File: config.mk
export PLATFORM = sky130hd
export DESIGN_NAME = blcu_rule_eval
export DESIGN_NICKNAME = d
export VERILOG_FILES = /design/src/sv/blcu_pkg.sv /design/src/sv/blcu_rule_eval.sv
export SDC_FILE = /design/constraint.sdc
export NUM_CORES = 1
export LEC_CHECK = 0
export ABC_AREA = 1
export BUFFER_PORTS_ARGS = -buffer_cell sky130_fd_sc_hd__buf_2
export CAP_MARGIN = 10
export CORE_MARGIN = 5
export CORE_UTILIZATION = 60
export DETAILED_ROUTE_END_ITERATION = 10
export GPL_TIMING_DRIVEN = 0
export PLACE_DENSITY = 0.78
export SLEW_MARGIN = 10
export SYNTH_ARGS = -nofsm -noshare
export SYNTH_HDL_FRONTEND = slang
export SYNTH_SLANG_ARGS = --single-unit
File: constraint.sdc
create_clock -name clk -period 2.2 [get_ports clk]
set_input_delay 0.44 -clock clk [delete_from_list [all_inputs] [get_ports clk]]
set_output_delay 0.44 -clock clk [all_outputs]
set_load 0.01 [all_outputs]
File: src/sv/blcu_pkg.sv
// Package for the bitplane life cell update block: widths, codes, types.
// No dependencies; used by every RTL file of the block but blcu_frame_mem.
`default_nettype none
package blcu_pkg;

    localparam int DEF_MAX_ROWS   = 64;
    localparam int DEF_MAX_COLS   = 64;
    localparam int PIXEL_W        = 24;
    localparam int ROW_W          = 6;
    localparam int COL_W          = 6;
    localparam int SIZE_REG_W     = 7;
    localparam int RULE_W         = 18;
    localparam int CFG_DATA_W     = 18;
    localparam int CFG_IDX_W      = 2;
    localparam int CNT_W          = 4;
    localparam int SEL_W          = 5;
    localparam int SURVIVE_OFFSET = 9;

    localparam logic [SIZE_REG_W-1:0] RST_NUM_ROWS  = 7'd64;
    localparam logic [SIZE_REG_W-1:0] RST_NUM_COLS  = 7'd64;
    localparam logic [RULE_W-1:0]     RST_LIFE_RULE = 18'd6152;

    typedef enum logic [0:0] {
        OP_WRITE = 1'b0,
        OP_EVAL  = 1'b1
    } op_t;

    typedef enum logic [CFG_IDX_W-1:0] {
        CFG_NUM_ROWS  = 2'd0,
        CFG_NUM_COLS  = 2'd1,
        CFG_LIFE_RULE = 2'd2
    } cfg_idx_t;

    typedef enum logic [1:0] {
        ST_IDLE,
        ST_READ,
        ST_DRAIN,
        ST_FINISH
    } state_t;

    typedef enum logic [3:0] {
        TAP_C,
        TAP_N,
        TAP_S,
        TAP_W,
        TAP_E,
        TAP_NW,
        TAP_NE,
        TAP_SW,
        TAP_SE
    } tap_t;

    typedef struct packed {
        logic clear;
        logic load_centre;
        logic add;
    } acc_ctrl_t;

endpackage
`default_nettype wire

File: src/sv/blcu_rule_eval.sv
// Per-bit neighbour counters and life rule lookup for all 24 bit planes.
// Depends on blcu_pkg.
`default_nettype none
module blcu_rule_eval (
    input  wire logic                               clk,
    input  wire blcu_pkg::acc_ctrl_t                acc_ctrl,
    input  wire logic [blcu_pkg::PIXEL_W-1:0]       rdata,
    input  wire logic [blcu_pkg::RULE_W-1:0]        life_rule,
    output logic      [blcu_pkg::PIXEL_W-1:0]       next_pixel
);

    logic [blcu_pkg::CNT_W-1:0]   count_reg [blcu_pkg::PIXEL_W];
    logic [blcu_pkg::PIXEL_W-1:0] centre_reg;
    logic [blcu_pkg::SEL_W-1:0]   sel [blcu_pkg::PIXEL_W];

    always_ff @(posedge clk)
    begin
        for (int b = 0; b < blcu_pkg::PIXEL_W; b++)
        begin
            if (acc_ctrl.clear)
            begin
                count_reg[b] <= '0;
            end
            else if (acc_ctrl.add)
            begin
                count_reg[b] <= count_reg[b] + blcu_pkg::CNT_W'(rdata[b]);
            end
        end
        if (acc_ctrl.load_centre)
        begin
            centre_reg <= rdata;
        end
    end

    always_comb
    begin
        for (int b = 0; b < blcu_pkg::PIXEL_W; b++)
        begin
            sel[b] = centre_reg[b] ?
                     blcu_pkg::SEL_W'(count_reg[b]) + blcu_pkg::SEL_W'(blcu_pkg::SURVIVE_OFFSET) :
                     blcu_pkg::SEL_W'(count_reg[b]);
            next_pixel[b] = life_rule[sel[b]];
        end
    end

endmodule
`default_nettype wire

# Word level (Yosys, flattened, before mapping)
# Memory sizes are Yosys's and may differ from the RTL's.
# Index checks and enable logic that the tools add are counted.
# op_classes
mux	101
n_bitwise	24
addsub	48
magnitude_cmp	24
# ops
cell	n
$lt A5 B6 Y1 const B	24
$add A4 B4 Y5 const B	24
$bmux W1 S5	24
$mux W5	24
$add A4 B1 Y4	24
$mux W4	24
$mux W1	29
$or A1 B1 Y1	24
# word_totals
elab_cells	199
mem_count	1
register_bits	24
ramBits	96
input_bits	46
output_inout_bits	24
# memory_table
memory	depth	width	rd	rd_ports_with_merged_regs	write_ports	line	rtl
count_reg	24	4	24	0	24	blcu_rule_eval.sv:12	logic [blcu_pkg::CNT_W-1:0] count_reg [blcu_pkg::PIXEL_W];

# Depth between registers and ports, before layout
# Gate-level depths: netlist of the first run.
# depth
word_depth	4
ltp_mapped	11
ltp_nobuf	10

# Worst setup path before layout of the first run
# No wires, ideal clock.
# synth_path
path_type	input to register
start	input port acc_ctrl[2] (netlist name)
end	memory count_reg[0][0] (netlist name) (enable)
n_path_buf	0
slack_ps	142
cell_stages	1
t_required_ps	1786
t_arrival_ps	1644
setup_ps	414
path_cell_list	or2_2
# synth_rtl
item	line	rtl
start, declared	blcu_rule_eval.sv:6	input wire blcu_pkg::acc_ctrl_t acc_ctrl,
end, declared	blcu_rule_eval.sv:12	

==> flow_metrics.tcl, run 1 <==
set metrics [dict create \
    status "finished, violations left" \
    violations "negative setup slack" \
    crit_chain "buf_6 -> inv_2 -> nand2_1 -> nand2_2 -> nand2_1 -> nand3_2 -> nand3_1 -> nand3_1 -> nand2_1 -> nand2_1 -> nand2_1 -> buf_2" \
    syn_to_final_growth_pct 33.2 \
    fin_cells 2396 \
    die_w_um 158 \
    cpPeakStageDelay_ps 470 \
    route.antenna.remaining_nets 0 \
    antenna_found_initial 0 \
    period_minus_slack_ps 2510 \
    critical_path_class "reg2out" \
    grt_pass1_vias 13500 \
    critPathArrivalTime_ps 2070 \
    ys_ff_latch 120 \
    drc 0 \
    placed_cell_area_um2 13900 \
    syn_inst 1936 \
    track_usage_pct 34.4 \
    hpwl_um 28000 \
    via_count 15100 \
    finClkSkew_ps 11.0 \
    crit_path_frequent_cell "nand2_1" \
    setup_viol 24 \
    place_congestion 0.970 \
    clk_pin_slew_worst_paths_ps 60 \
    final_common_cell "nand2_1" \
    synth_ff_type "edfxtp_1" \
    rows 54 \
    worstSetupEndpointType "output pin" \
    worst_skew_pair.late_latency_ps 450 \
    final_nets 2220 \
    largest_reg_flops 96 \
    synthTopCellsByArea "edfxtp_1 (27%), nand3_1 (20%), nand2_1 (14%), ha_1 (6.8%), inv_1 (5.5%)" \
    critPathSlowestCell "edfxtp_1" \
    dr_wl_met3_um 5180 \
    grt_max_degree 36 \
    synth_top_area_cell "edfxtp_1" \
    first_pass_iters 7 \
    cp.required_ps 1760 \
    timing.final.crit_share_pct 114 \
    p_per_area_nw_per_um2 600 \
    seq_area_frac_synth_pct 27.4 \
    viasPerCell 6.30 \
    fmax_ghz 0.398 \
    wl_um 47900 \
    synth_edf_count 120 \
    total_power_w 0.0105 \
    tightest_slew_ps 1040 \
    hold_violations 0 \
    wl_per_cell_um 20.0 \
    maxCapViolations 0 \
    cts_tree "built" \
    synth_top_cell_area_share_pct 27.4 \
    syn_area_um2 13200 \
    cts_root_buf "clkbuf_16" \
    die_area_um2 25000 \
    avgSynthCellArea_um2 6.80 \
    rsz0062_at_grt "yes" \
    first_iter_violations 1917 \
    relSlewSlack_pct 30.6 \
    crit_fanout 5 \
    wl_met1_um 17900 \
    grt_overflow 0 \
    report.final.slew_viol_count 0 \
    cts_sinks 120 \
    initial_core_util_pct 60.7 \
    leakage_nw 8.05 \
    vdd_drop_max_uv 536 \
    coreArea_um2 21700 \
    htree_levels 4 \
    yosysUniqueCellTypes 27 \
    die_y_um 158 \
    hp-class "in2reg" \
    final_cell_mix "nand2_1 (418), nand3_1 (335), nand3_2 (189), inv_1 (164), edfxtp_1 (120)" \
    nFillCells 1398 \
    final.setup.worst_slack_ps -313 \
    wl_met2_um 21700 \
    cp-start-kind "flip-flop" \
    fin_area_um2 17500 \
    placedCellCount 2287 \
    cts_buffers 17 \
    top_layer "met4" \
    syn_nets 2054 \
    cts_buffer_depth 2 \
    synth_warnings 0 \
    grt_pass1_wl_um 68000 \
    io_pins 70 \
    port_buffers 69 \
    synthArstFlopShare_pct 0 \
    drive_gt1_share_pct 36.6 \
]
[report_power, final]
group          internal (W)  switching [W]  leakage (nW)
Clock               0.00179        0.00125         0.285
Sequential          0.00271       0.000159          1.30
Combinational       0.00173        0.00288          6.47
Total               0.00623        0.00428          8.05
[path summary, 6_finish.rpt]
path,startpoint,end,slack [ps],depth (start not counted)
setup / recovery,count_reg[0][12],next_pixel[3],-310,12
hold / removal,rdata[15],centre_reg[15],180,1
setup reg to reg,count_reg[3][8],count_reg[3][10],570,6
hold reg to reg,count_reg[3][3],count_reg[3][3],640,2
[stage by stage]
stage / setup slack (ps) / util [%] / hold WS [ps] / setup TNS, ps
after global placement: -598 / 63.9 / 599 / -62160
after floorplan: 142 / - / 539 / 0
after global routing: -405 / 80.8 / 187 / -7790
after detailed placement: -343 / 64.1 / 609 / -5530
final: -313 / 80.8 / 183 / -6000
after CTS: -232 / 72.9 / 188 / -4140
[cells in the mapped netlist, types with 20 or more instances]
master / number
a21o_1: 24
a21oi_1: 28
buf_2: 36
buf_6: 23
edfxtp_1: 120
ha_1: 72
inv_1: 194
inv_2: 20
inv_4: 20
nand2_1: 507
nand2_2: 68
nand2_4: 23
nand3_1: 524
nor2_1: 73
o21ai_0: 29
o21ai_2: 40
o21bai_1: 24
xnor2_1: 24
xor2_1: 24
[critical path, delay by kind of cell, from the launching register on]
family,cells,cell delay (ps)
buffers and inverters,3,410
DFF,1,470
and+or+nand+nor,9,720
[routing by layer]
layer / vias up / track usage, %
met4: 0 / 17.6
li1: 6868 / -
met1: 6949 / 44.3
met5: - / 0
met3: 309 / 6.75
met2: 973 / 55.0
[cells by family after synthesis]
| group | synth area share (%) |
|---|---|
| AO/OA/AOI/OAI | 9.10 |
| XOR/XNOR | 3.19 |
| adder cells (fa/ha/maj) | 6.85 |
| buffers and inverters | 10.7 |
| flip-flops | 27.4 |
| AND/OR/NAND/NOR | 42.7 |
[layout make-up]
class	instances	area, um^2	share of cell area (%)
multi-input cells	1512	10400	59.4
flip-flops and latches	120	3600	20.6
repair buffers	147	1110	6.34
inverters	234	966	5.51
plain buffers	70	488	2.78
clock buffers	18	429	2.45
well taps	280	350	2.00
clock inverters	14	174	0.992
diodes	1	2.50	0.0143
[what timing repair did]
item | in CTS | in global routing
pin swaps | 213 | 197
setup endpoints to repair | 24 | 24
gates cloned | 0 | 0
resized for setup | 184 | 333
buffers inserted | 58 | 18
hold buffers | 0 | 0
Power figures use the tool's default switching activity.
==> run 2: changes to the inputs <==
==> constraint.sdc (replaced) <==
create_clock -name clk -period 2.2 [get_ports clk]
set_input_delay 0.11 -clock clk [delete_from_list [all_inputs] [get_ports clk]]
set_output_delay 0.11 -clock clk [all_outputs]
set_load 0.01 [all_outputs]
==> run 2 against run 1 <==
- the flow still finishes with violations (negative setup slack)
- critical path depth decreased by 4
- clock power about the same
- hold slack better by 200 ps
- global-route usage fell by 1.7 points
- worst setup slack improved by 300 ps
- clock skew barely moved
- final cell count is 0.96% higher
- sequential cell count is the same
- design area down 7.3%
- clock-buffer cell count unchanged
- total power down 6.5%
==> flow_metrics.tcl, run 2 (same netlist as run 1, synthesis figures left out) <==
set metrics [dict create \
    status "finished, violations left" \
    violations "negative setup slack" \
    fmax_ghz 0.451 \
    pwr-share-seq_pct 29.2 \
    cts_tree "built" \
    die_w_um 158 \
    relSlewSlack_pct 26.0 \
    first_iter_violations 1546 \
    grt_overflow 0 \
    cts_sinks 120 \
    viasPerCell 5.98 \
    p_switching_w 0.00385 \
    fin_area_um2 16300 \
    clk_pin_slew_worst_paths_ps 80 \
    final_common_cell "nand2_1" \
    port_buffers 69 \
    hold_violations 0 \
    cts_root_buf "clkbuf_16" \
    critical_path_class "reg2out" \
    cp-start-kind "flip-flop" \
    worstSetupEndpointType "output pin" \
    worst_skew_pair.late_latency_ps 440 \
    setup_tns_ps -28.0 \
    hp-class "in2reg" \
    p_clk_share_pct 30.9 \
    timing.final.crit_share_pct 101 \
    coreArea_um2 21700 \
    die_area_um2 25000 \
    io_pins 70 \
    rsz0062_at_grt "yes" \
    num_antenna_cells 0 \
    final.setup.worst_slack_ps -17.0 \
    largest_reg_flops 96 \
    drive_gt1_share_pct 24.8 \
    p_int_w 0.00598 \
    antenna_found_initial 0 \
    htree_levels 4 \
    first_pass_iters 10 \
    cpPeakStageDelay_ps 480 \
    via_count 14500 \
    vdd_drop_max_uv 542 \
    tightest_slew_ps 1110 \
    period_minus_slack_ps 2220 \
    cts_buffers 17 \
    cp.required_ps 2090 \
    finClkSkew_ps 11.1 \
    leakage_nw 7.67 \
    final_cell_mix "nand2_1 (483), nand3_1 (472), inv_1 (185), edfxtp_1 (120), buf_2 (103)" \
    report.final.slew_viol_count 0 \
    crit_path_frequent_cell "nand2_1" \
    placedCellCount 2287 \
    total_power_w 0.00983 \
    rows 54 \
    syn_to_final_growth_pct 23.5 \
    route.antenna.remaining_nets 0 \
    maxCapViolations 0 \
    place_congestion 0.970 \
    track_usage_pct 32.7 \
    swShare_pct 39.1 \
    critPathArrivalTime_ps 2110 \
    setup_viol 2 \
    placed_cell_area_um2 13900 \
    wl_per_cell_um 18.3 \
    grt_max_degree 36 \
    hpwl_um 28000 \
    crit_fanout 4 \
    wl_um 44200 \
    die_y_um 158 \
    grt_pass1_wl_um 64300 \
    drc 0 \
    crit_chain "ha_4 -> a21o_1 -> nand2_1 -> inv_1 -> nor3_1 -> o2111ai_1 -> nand2_1 -> buf_2" \
    holdWs_ps 386 \
    critPathSlowestCell "edfxtp_1" \
    grt_pass1_vias 12600 \
    p_comb_share_pct 39.9 \
    cts_buffer_depth 2 \
    fin_cells 2419 \
    final_nets 2244 \
    p_per_area_nw_per_um2 604 \
    initial_core_util_pct 60.7 \
]
==> run 2: power by group through the flow <==
| stage | Sequential [W] | Combinational [W] | Clock, W |
|---|---|---|---|
| after floorplan | 0.00290 | 0.00240 | 0 |
| after global placement | 0.00293 | 0.00312 | 0 |
| after detailed placement | 0.00294 | 0.00320 | 0 |
| after CTS | 0.00285 | 0.00336 | 0.00302 |
| after global routing | 0.00289 | 0.00430 | 0.00312 |
| final | 0.00287 | 0.00392 | 0.00303 |
==> run 2: cell type report <==
| cell class | count | area [um^2] |
|---|---|---|
| plain buffers | 70 | 484 |
| clock buffers | 18 | 429 |
| clock inverters | 14 | 174 |
| fillers | 1679 | 5430 |
| inverters | 234 | 931 |
| multi-input cells | 1512 | 9040 |
| flip-flops and latches | 120 | 3600 |
| well taps | 280 | 350 |
| repair buffers | 171 | 1250 |
==> run 2: routing by layer <==
layer | GRT usage [%] | up-vias | share of wire, %
li1 | - | 6904 | -
met1 | 43.1 | 6602 | 39
met2 | 52.8 | 775 | 46
met3 | 6.10 | 196 | 10
met4 | 14.1 | 0 | 5.2
met5 | 0 | - | 0
==> run 2: timing repair <==
item                                    in CTS  in global routing
setup buffers                               23                 53
pin swaps                                    0                 82
gates cloned                                 0                  0
gates resized for setup                      6                166
hold buffers                                24                  0
hold endpoints to repair                    24                  0
endpoints found under the setup margin      24                 24
==> run 2: worst paths after layout <==
path                    from               to  slack, ps  cells after the start
min              acc_ctrl[1]    centre_reg[6]        390                      1
max reg2reg  count_reg[3][0]  count_reg[3][2]        630                      5
min reg2reg  count_reg[2][3]  count_reg[2][3]        620                      2
max          count_reg[0][5]    next_pixel[1]        -20                      8
==> run 2: through the flow <==
step	setup slack, ps	util (%)
after detailed placement	317	64.1
after global placement	-268	63.9
after floorplan	472	-
after CTS	0.107	68.9
after global routing	-94.3	75.0
final	-17.0	75.0
==> run 2: critical path: cells and delay by family (launching register included) <==
| kind | cells | cell delay [ps] |
|---|---|---|
| flops | 1 | 480 |
| simple gates | 3 | 430 |
| buf+inv | 2 | 220 |
| compound gates | 2 | 340 |
| fa+ha+maj | 1 | 210 |
