File: config.mk
export PLATFORM = sky130hd
export DESIGN_NAME = blcu_ctrl
export DESIGN_NICKNAME = d
export VERILOG_FILES = /design/src/sv/blcu_pkg.sv /design/src/sv/blcu_ctrl.sv
export SDC_FILE = /design/constraint.sdc
export NUM_CORES = 1
export LEC_CHECK = 0
export BUFFER_PORTS_ARGS = -buffer_cell sky130_fd_sc_hd__buf_2
export CAP_MARGIN = 30
export CORE_ASPECT_RATIO = 0.75
export CORE_MARGIN = 4
export CORE_UTILIZATION = 40
export DETAILED_ROUTE_END_ITERATION = 8
export PLACE_DENSITY_LB_ADDON = 0.1
export SETUP_SLACK_MARGIN = 0.3
export SLEW_MARGIN = 0
export SYNTH_ARGS = -nofsm -noshare
export SYNTH_HDL_FRONTEND = slang
export SYNTH_SLANG_ARGS = --single-unit
File: constraint.sdc
create_clock -name clk -period 3.08 [get_ports clk]
set_clock_uncertainty 0.1 [all_clocks]
set_input_delay 0.462 -clock clk [delete_from_list [all_inputs] [get_ports clk]]
set_output_delay 0.462 -clock clk [all_outputs]
set_load 0.01 [all_outputs]
File: src/sv/blcu_pkg.sv
// Package for the bitplane life cell update block: widths, codes, types.
// No dependencies; used by every RTL file of the block but blcu_frame_mem.
`default_nettype none
package blcu_pkg;

    localparam int DEF_MAX_ROWS   = 64;
    localparam int DEF_MAX_COLS   = 64;
    localparam int PIXEL_W        = 24;
    localparam int ROW_W          = 6;
    localparam int COL_W          = 6;
    localparam int SIZE_REG_W     = 7;
    localparam int RULE_W         = 18;
    localparam int CFG_DATA_W     = 18;
    localparam int CFG_IDX_W      = 2;
    localparam int CNT_W          = 4;
    localparam int SEL_W          = 5;
    localparam int SURVIVE_OFFSET = 9;

    localparam logic [SIZE_REG_W-1:0] RST_NUM_ROWS  = 7'd64;
    localparam logic [SIZE_REG_W-1:0] RST_NUM_COLS  = 7'd64;
    localparam logic [RULE_W-1:0]     RST_LIFE_RULE = 18'd6152;

    typedef enum logic [0:0] {
        OP_WRITE = 1'b0,
        OP_EVAL  = 1'b1
    } op_t;

    typedef enum logic [CFG_IDX_W-1:0] {
        CFG_NUM_ROWS  = 2'd0,
        CFG_NUM_COLS  = 2'd1,
        CFG_LIFE_RULE = 2'd2
    } cfg_idx_t;

    typedef enum logic [1:0] {
        ST_IDLE,
        ST_READ,
        ST_DRAIN,
        ST_FINISH
    } state_t;

    typedef enum logic [3:0] {
        TAP_C,
        TAP_N,
        TAP_S,
        TAP_W,
        TAP_E,
        TAP_NW,
        TAP_NE,
        TAP_SW,
        TAP_SE
    } tap_t;

    typedef struct packed {
        logic clear;
        logic load_centre;
        logic add;
    } acc_ctrl_t;

endpackage
`default_nettype wire

File: src/sv/blcu_ctrl.sv
// Sequencer: accepts items, wraps neighbour coordinates, walks the nine reads.
// Depends on blcu_pkg.
`default_nettype none
module blcu_ctrl #(
    parameter int MAX_ROWS = blcu_pkg::DEF_MAX_ROWS,
    parameter int MAX_COLS = blcu_pkg::DEF_MAX_COLS,
    localparam int RAW = $clog2(MAX_ROWS),
    localparam int CAW = $clog2(MAX_COLS),
    localparam int RSZ = ($clog2(MAX_ROWS + 1) > blcu_pkg::SIZE_REG_W) ?
                         $clog2(MAX_ROWS + 1) : blcu_pkg::SIZE_REG_W,
    localparam int CSZ = ($clog2(MAX_COLS + 1) > blcu_pkg::SIZE_REG_W) ?
                         $clog2(MAX_COLS + 1) : blcu_pkg::SIZE_REG_W
) (
    input  wire logic                       clk,
    input  wire logic                       rst_n,
    input  wire logic                       in_valid,
    input  wire logic                       in_op,
    input  wire logic [blcu_pkg::ROW_W-1:0] in_row,
    input  wire logic [blcu_pkg::COL_W-1:0] in_col,
    input  wire logic [RSZ-1:0]             rows_used,
    input  wire logic [CSZ-1:0]             cols_used,
    input  wire logic                       out_free,
    output logic                            in_ready,
    output logic                            mem_we,
    output logic                            mem_re,
    output logic [RAW+CAW-1:0]              mem_addr,
    output blcu_pkg::acc_ctrl_t             acc_ctrl,
    output logic                            load,
    output logic                            bad
);

    blcu_pkg::state_t    state_reg, state_next;
    blcu_pkg::tap_t      tap_reg, tap_next;
    blcu_pkg::acc_ctrl_t acc_reg, acc_next;
    logic                bad_reg;
    logic [RAW-1:0]      r_reg, up_reg, down_reg;
    logic [CAW-1:0]      c_reg, left_reg, right_reg;

    logic           accept;
    logic           is_eval;
    logic           in_bad;
    logic [RSZ-1:0] row_ext, up_full, down_full;
    logic [CSZ-1:0] col_ext, left_full, right_full;
    logic [RAW-1:0] rd_row;
    logic [CAW-1:0] rd_col;

    assign row_ext = RSZ'(in_row);
    assign col_ext = CSZ'(in_col);
    assign in_bad  = (row_ext >= rows_used) || (col_ext >= cols_used);
    assign is_eval = (in_op == blcu_pkg::OP_EVAL);
    assign accept  = in_valid && (state_reg == blcu_pkg::ST_IDLE);

    assign up_full    = (row_ext == '0) ? rows_used - RSZ'(1) : row_ext - RSZ'(1);
    assign down_full  = (row_ext + RSZ'(1) >= rows_used) ? '0 : row_ext + RSZ'(1);
    assign left_full  = (col_ext == '0) ? cols_used - CSZ'(1) : col_ext - CSZ'(1);
    assign right_full = (col_ext + CSZ'(1) >= cols_used) ? '0 : col_ext + CSZ'(1);

    always_comb
    begin
        state_next = state_reg;
        unique case (state_reg)
            blcu_pkg::ST_IDLE:
            begin
                if (accept && is_eval)
                begin
                    state_next = in_bad ? blcu_pkg::ST_FINISH : blcu_pkg::ST_READ;
                end
            end
            blcu_pkg::ST_READ:
            begin
                if (tap_reg == blcu_pkg::TAP_SE)
                begin
                    state_next = blcu_pkg::ST_DRAIN;
                end
            end
            blcu_pkg::ST_DRAIN:
            begin
                state_next = blcu_pkg::ST_FINISH;
            end
            blcu_pkg::ST_FINISH:
            begin
                if (out_free)
                begin
                    state_next = blcu_pkg::ST_IDLE;
                end
            end
            default:
            begin
                state_next = blcu_pkg::ST_IDLE;
            end
        endcase
    end

    always_comb
    begin
        rd_row = r_reg;
        rd_col = c_reg;
        unique case (tap_reg)
            blcu_pkg::TAP_C:  begin rd_row = r_reg;    rd_col = c_reg;     end
            blcu_pkg::TAP_N:  begin rd_row = up_reg;   rd_col = c_reg;     end
            blcu_pkg::TAP_S:  begin rd_row = down_reg; rd_col = c_reg;     end
            blcu_pkg::TAP_W:  begin rd_row = r_reg;    rd_col = left_reg;  end
            blcu_pkg::TAP_E:  begin rd_row = r_reg;    rd_col = right_reg; end
            blcu_pkg::TAP_NW: begin rd_row = up_reg;   rd_col = left_reg;  end
            blcu_pkg::TAP_NE: begin rd_row = up_reg;   rd_col = right_reg; end
            blcu_pkg::TAP_SW: begin rd_row = down_reg; rd_col = left_reg;  end
            blcu_pkg::TAP_SE: begin rd_row = down_reg; rd_col = right_reg; end
            default:          begin rd_row = r_reg;    rd_col = c_reg;     end
        endcase
    end

    always_comb
    begin
        in_ready = (state_reg == blcu_pkg::ST_IDLE);
        mem_we   = accept && !is_eval && !in_bad;
        mem_re   = (state_reg == blcu_pkg::ST_READ);
        load     = (state_reg == blcu_pkg::ST_FINISH) && out_free;
        if (state_reg == blcu_pkg::ST_IDLE)
        begin
            mem_addr = {RAW'(in_row), CAW'(in_col)};
        end
        else
        begin
            mem_addr = {rd_row, rd_col};
        end
        acc_next.clear       = accept && is_eval;
        acc_next.load_centre = mem_re && (tap_reg == blcu_pkg::TAP_C);
        acc_next.add         = mem_re && (tap_reg != blcu_pkg::TAP_C);
        if (accept)
        begin
            tap_next = blcu_pkg::TAP_C;
        end
        else if (mem_re && (tap_reg != blcu_pkg::TAP_SE))
        begin
            tap_next = blcu_pkg::tap_t'(tap_reg + 4'd1);
        end
        else
        begin
            tap_next = tap_reg;
        end
    end

    always_ff @(posedge clk or negedge rst_n)
    begin
        if (!rst_n)
        begin
            state_reg <= blcu_pkg::ST_IDLE;
            tap_reg   <= blcu_pkg::TAP_C;
            acc_reg   <= '0;
            bad_reg   <= 1'b0;
        end
        else
        begin
            state_reg <= state_next;
            tap_reg   <= tap_next;
            acc_reg   <= acc_next;
            if (accept)
            begin
                bad_reg <= in_bad;
            end
        end
    end

    always_ff @(posedge clk)
    begin
        if (accept)
        begin
            r_reg     <= RAW'(in_row);
            c_reg     <= CAW'(in_col);
            up_reg    <= up_full[RAW-1:0];
            down_reg  <= down_full[RAW-1:0];
            left_reg  <= left_full[CAW-1:0];
            right_reg <= right_full[CAW-1:0];
        end
    end

    assign acc_ctrl = acc_reg;
    assign bad      = bad_reg;

endmodule
`default_nettype wire

Word-level counts from Yosys, hierarchy flattened
Cells that the tools add are included.
{ "word_totals": {"output_inout_bits": 20, "wordCells": 72, "register_bits": 46, "in_bits": 31} }
{ "classes": {"magnitude_cmp": 4, "n_addsub": 7, "mux": 12, "n_reduce_logical": 22, "n_eq_ne": 15} }
{ "op_table": {"columns": ["op", "n"], "rows": [
  ["6-bit one-hot mux with 2 select lines", 2],
  ["6-bit by 1-bit subtractor with 6-bit output, second input constant", 4],
  ["4-bit by 3-bit == test with 1-bit output, second input constant", 4],
  ["6-bit by 1-bit adder with 7-bit output, second input constant", 2],
  ["6-bit by 7-bit >= comparator with 1-bit output", 2],
  ["7-bit >= comparator", 2],
  ["7-bit zero test", 2],
  ["12-bit two-way mux", 1],
  ["6-bit two-way mux", 2],
  ["3-bit OR reduction", 4],
  ["4-bit by 2-bit == test with 1-bit output, second input constant", 2],
  ["1-bit logical AND", 8],
  ["2-bit two-way mux", 4],
  ["4-bit two-way mux", 2],
  ["2-bit one-hot mux with 4 select lines", 1],
  ["4-bit by 1-bit adder with 4-bit output, second input constant", 1],
  ["2-bit == test, second input constant", 2],
  ["4-bit by 1-bit == test with 1-bit output, second input constant", 1],
  ["4-bit == test, second input constant", 1],
  ["4-bit zero test", 1],
  ["2-bit by 1-bit != test with 1-bit output, second input constant", 2],
  ["4-bit != test, second input constant", 1],
  ["4-bit nonzero test", 1],
  ["3-bit AND reduction", 1],
  ["other kinds (6)", 7]
]} }

Longest topological paths before layout
{ "logic_depth": {"depth_word": 5, "mapped_depth": 9, "mapped_depth_nobuf": 9} }

Worst setup path before layout
No wires, ideal clock.
{ "synth_path": {"kind": "reg2out", "start": "register state_reg[0]", "end": "output port mem_we", "n_path_buf": 2, "t_required_ns": 2.518, "t_arrival_ns": 2.686, "setup_slack_ns": -0.168, "stages_incl_launch_ff": 7, "path_cell_list": "dfrtp_1 inv_1 ha_1 clkbuf_1 and2_1 clkbuf_1 and4b_1"} }
{ "synth_between": {"elab_chain_cells": 4} }
{ "synth_lines": {"columns": ["item", "line_no", "rtl"], "rows": [
  ["start: declaration", "blcu_ctrl.sv:32", "blcu_pkg::state_t state_reg, state_next;"],
  ["start signal: assignment", "blcu_ctrl.sv:147", "state_reg <= blcu_pkg::ST_IDLE;"],
  ["start signal: assignment", "blcu_ctrl.sv:154", "state_reg <= state_next;"],
  ["2-bit zero test", null, null],
  ["net in_ready", "blcu_ctrl.sv:23", "output logic in_ready,"],
  ["1-bit logical AND", "blcu_ctrl.sv:51", "assign accept = in_valid && (state_reg == blcu_pkg::ST_IDLE);"],
  ["net accept", "blcu_ctrl.sv:39", "logic accept;"],
  ["1-bit logical AND (2 in series)", "blcu_ctrl.sv:115", "mem_we = accept && !is_eval && !in_bad;"],
  ["end: declaration", "blcu_ctrl.sv:24", "output logic mem_we,"]
]} }
The timed path passes the listed nets, and every way through them passes these cells.

Final worst setup path
{ "layout_path": {"start": "input port in_row[0] (netlist bit)", "end": "output port mem_we"} }
{ "layout_between": {"elab_chain_cells": 4} }
{ "layout_lines": {"columns": ["item", "line_no", "rtl"], "rows": [
  ["start: declaration", "blcu_ctrl.sv:18", "input wire logic [blcu_pkg::ROW_W-1:0] in_row,"],
  ["6-bit by 7-bit >= comparator with 1-bit output", "blcu_ctrl.sv:49", "assign in_bad = (row_ext >= rows_used) || (col_ext >= cols_used);"],
  ["1-bit logical OR", "blcu_ctrl.sv:49", null],
  ["1-bit zero test", "blcu_ctrl.sv:115", null],
  ["1-bit logical AND", "blcu_ctrl.sv:115", null]
]} }
No other way between the ends.

==> out/results.ini <==
[sta]
tightest_slew_ns=0.5338
relSlewSlack=0.6441
drv_slew=0
hold_viol=0
fmax_mhz=374.2
setup_viol=0
post-route-min-period_ns=2.672
grt_setup_unrepaired=false
post-route-period-util=0.8677
fin_tns_setup_ns=0
fin_ws_ns=0.4076

[yosys]
synth_cell_types=49
syn-cell-area_sq_um=3228
synth_area_per_cell_sq_um=10.22
ys.flop_type=edfxtp_1
syn_inst=316
synth_fp_nets=388
ys_warn_count=0
ys_async_sr_fraction=0.2174
synth_seq_cells=46
synth_edf_count=36
seq_area_frac_synth=0.4124

[min_path]
hold_end=c_reg[0]
holdPathStages=1
hold_start=in_col[0]
hp-class=input pin to flip-flop

[power]
peakVddDrop_v=0.0003146
combPwrFrac=0.508
clkPwrFrac=0.137
pwr-share-seq=0.355
p_per_area_nw_per_um2=670.4
intPower_uw=1539
power_switching_uw=1028
switching_share=0.4004
cellLeakagePower_uw=0.001661

[floorplanning]
die_area_sq_um=9586
floorplan.initialDensity=0.4095
core_area_sq_um=7883
die_h_um=85.80
num_rows=28
die_w_um=111.7
pin_count=51

[worst_setup_path]
worstSetupEndpointType=primary output
worstPathMaxFanout=4
startpoint_type=input pin
reg2reg_to=state_reg[0]
path_cells=buf_2 -> inv_2 -> ha_1 -> nand2b_1 -> a211o_1 -> a221oi_2 -> buf_4 -> and4b_1 -> buf_2
crit_slowest_cell=a211o_1
r2r_slack_ns=1.12
ff2ff_path_depth=7
cpMostUsedCell=buf_2
required_ns=2.52
max_stage_delay_ns=0.30
rr_startpoint=tap_reg[0]
arrival_ns=2.11
critPathKind=input pin to primary output

[placement]
hpwl_um=6111
portBuffers=50
dpl.cell_count=472
dp_slack_ns=0.1825
gp_congestion=0.8455

[global_routing]
grt_pass1_wl_um=13030
grt_max_degree=43
grt.overflow.total=0
antenna_found_initial=0
grt_pass1_vias=2588
grtUsageTotal=0.1692

[clock_network]
clock_latency_ns=0.29
cts.path.max_buffers=2
htree_levels=2
numClockSinks=46
cts_tree=done
cts_buffers=5
root_buffer=clkbuf_8
cts.clk_slew.worst_paths_ns=0.08

[detailed_routing]
vias=2568
antenna_left=0
drcViolationCount=0
drtIter0Drc=180
dr.pass1.iters=4
drt-total-wl_um=7889
wire_per_inst_um=16.37
vias_per_cell=5.328

[layout]
layout-drive-gt1-share=0.2493
postLayoutCoreUtil=0.4857
syn_to_final_growth_pct=18.60
final_cells=482
insertedDiodeCount=0
final_cell_mix=buf_2, ha_1, edfxtp_1
fin_nets=449
final_common_cell=buf_2

[outcome]
status=complete, no violations

[run]
drv_cap=0

worst max-delay path, delay by kind of cell:
| kind | cells | cell delay [ns] |
|---|---|---|
| and+or+nand+nor | 2 | 0.33 |
| adders and majority gates | 1 | 0.29 |
| AOI/OAI and AO/OA | 2 | 0.57 |
| buffers and inverters | 4 | 0.46 |
cells in the mapped netlist (all sizes together) (3+ instances only):
library cell	instances	area, sq um
a21oi	39	195.2
a221o	12	120.1
buf	3	15.01
clkbuf	5	18.77
dfrtp	10	250.2
edfxtp	36	1081
ha	41	513.0
inv	33	123.9
mux2i	11	110.1
nand2	7	26.28
nand2b	3	18.77
nand3	12	60.06
nor2	25	96.35
nor2b	3	21.27
nor3	6	41.29
nor3b	9	67.56
o21ai	8	40.03
o31a	3	27.53
xnor2	12	105.1
xor2	5	43.79
worst max-delay path by stage:
stage	start	slack [ns]	end
after detailed placement	in_col[0]	0.18	mem_we
after floorplan	state_reg[0]	0.47	mem_we
after global placement	in_col[0]	0.28	mem_we
final	in_row[0]	0.41	mem_we
after global routing	tap_reg[0]	0.29	mem_addr[1]
after CTS	tap_reg[0]	0.26	mem_addr[6]
layer usage:
layer | global-route usage | part of all wire | routed length [um]
met5 | 0 | 0 | 0
met4 | 0.02983 | 0.0046 | 36
met3 | 0.03315 | 0.074 | 582
met2 | 0.2383 | 0.39 | 3098
met1 | 0.2684 | 0.53 | 4171
through the flow:
| stage | cell area, sq um | power (uW) | hold WS [ns] |
|---|---|---|---|
| after floorplan | 3229 | 1701 | 0.06641 |
| after global placement | 3645 | 2148 | 0.2402 |
| after detailed placement | 3645 | 2147 | 0.2428 |
| after CTS | 3769 | 2523 | 0.3167 |
| after global routing | 3829 | 2776 | 0.2860 |
| final | 3829 | 2567 | 0.2955 |
kinds of logic (layout without fill, tap and decap cells):
kind of cell	Yosys count	after routing	synth area share
and+or+nand+nor	81	81	0.1399
AOI/OAI and AO/OA	79	79	0.1597
DFF	46	46	0.4124
adders and majority gates	41	41	0.1589
buffers and inverters	41	102	0.04884
xor gates and xnor gates	17	17	0.04612
muxes	11	11	0.03411
layout make-up:
type | count | area (sq um)
fill | 776 | 4054
multi-input combinational | 229 | 1812
sequential | 46 | 1334
timing repair buffer | 62 | 349.1
tap | 105 | 131.4
inverter | 33 | 123.9
clock buffer | 5 | 68.82
clock inverter | 2 | 10.01
repair_timing:
action                     CTS  global route
pin swaps                    0             4
hold endpoints to repair    10             0
buffers inserted             1             1
gates resized for setup      8            17
hold buffers                 1             0
setup endpoints to repair   13            13
power by group through the flow:
stage | logic [uW] | registers [uW] | clock network, uW
2_1_floorplan | 801 | 900 | 0
6_report | 1300 | 911 | 351
5_1_grt | 1460 | 927 | 390
3_3_place_gp | 1230 | 917 | 0
4_1_cts | 1260 | 905 | 360
3_5_place_dp | 1230 | 918 | 0
Note: power is estimated with default switching activity, not from simulation.
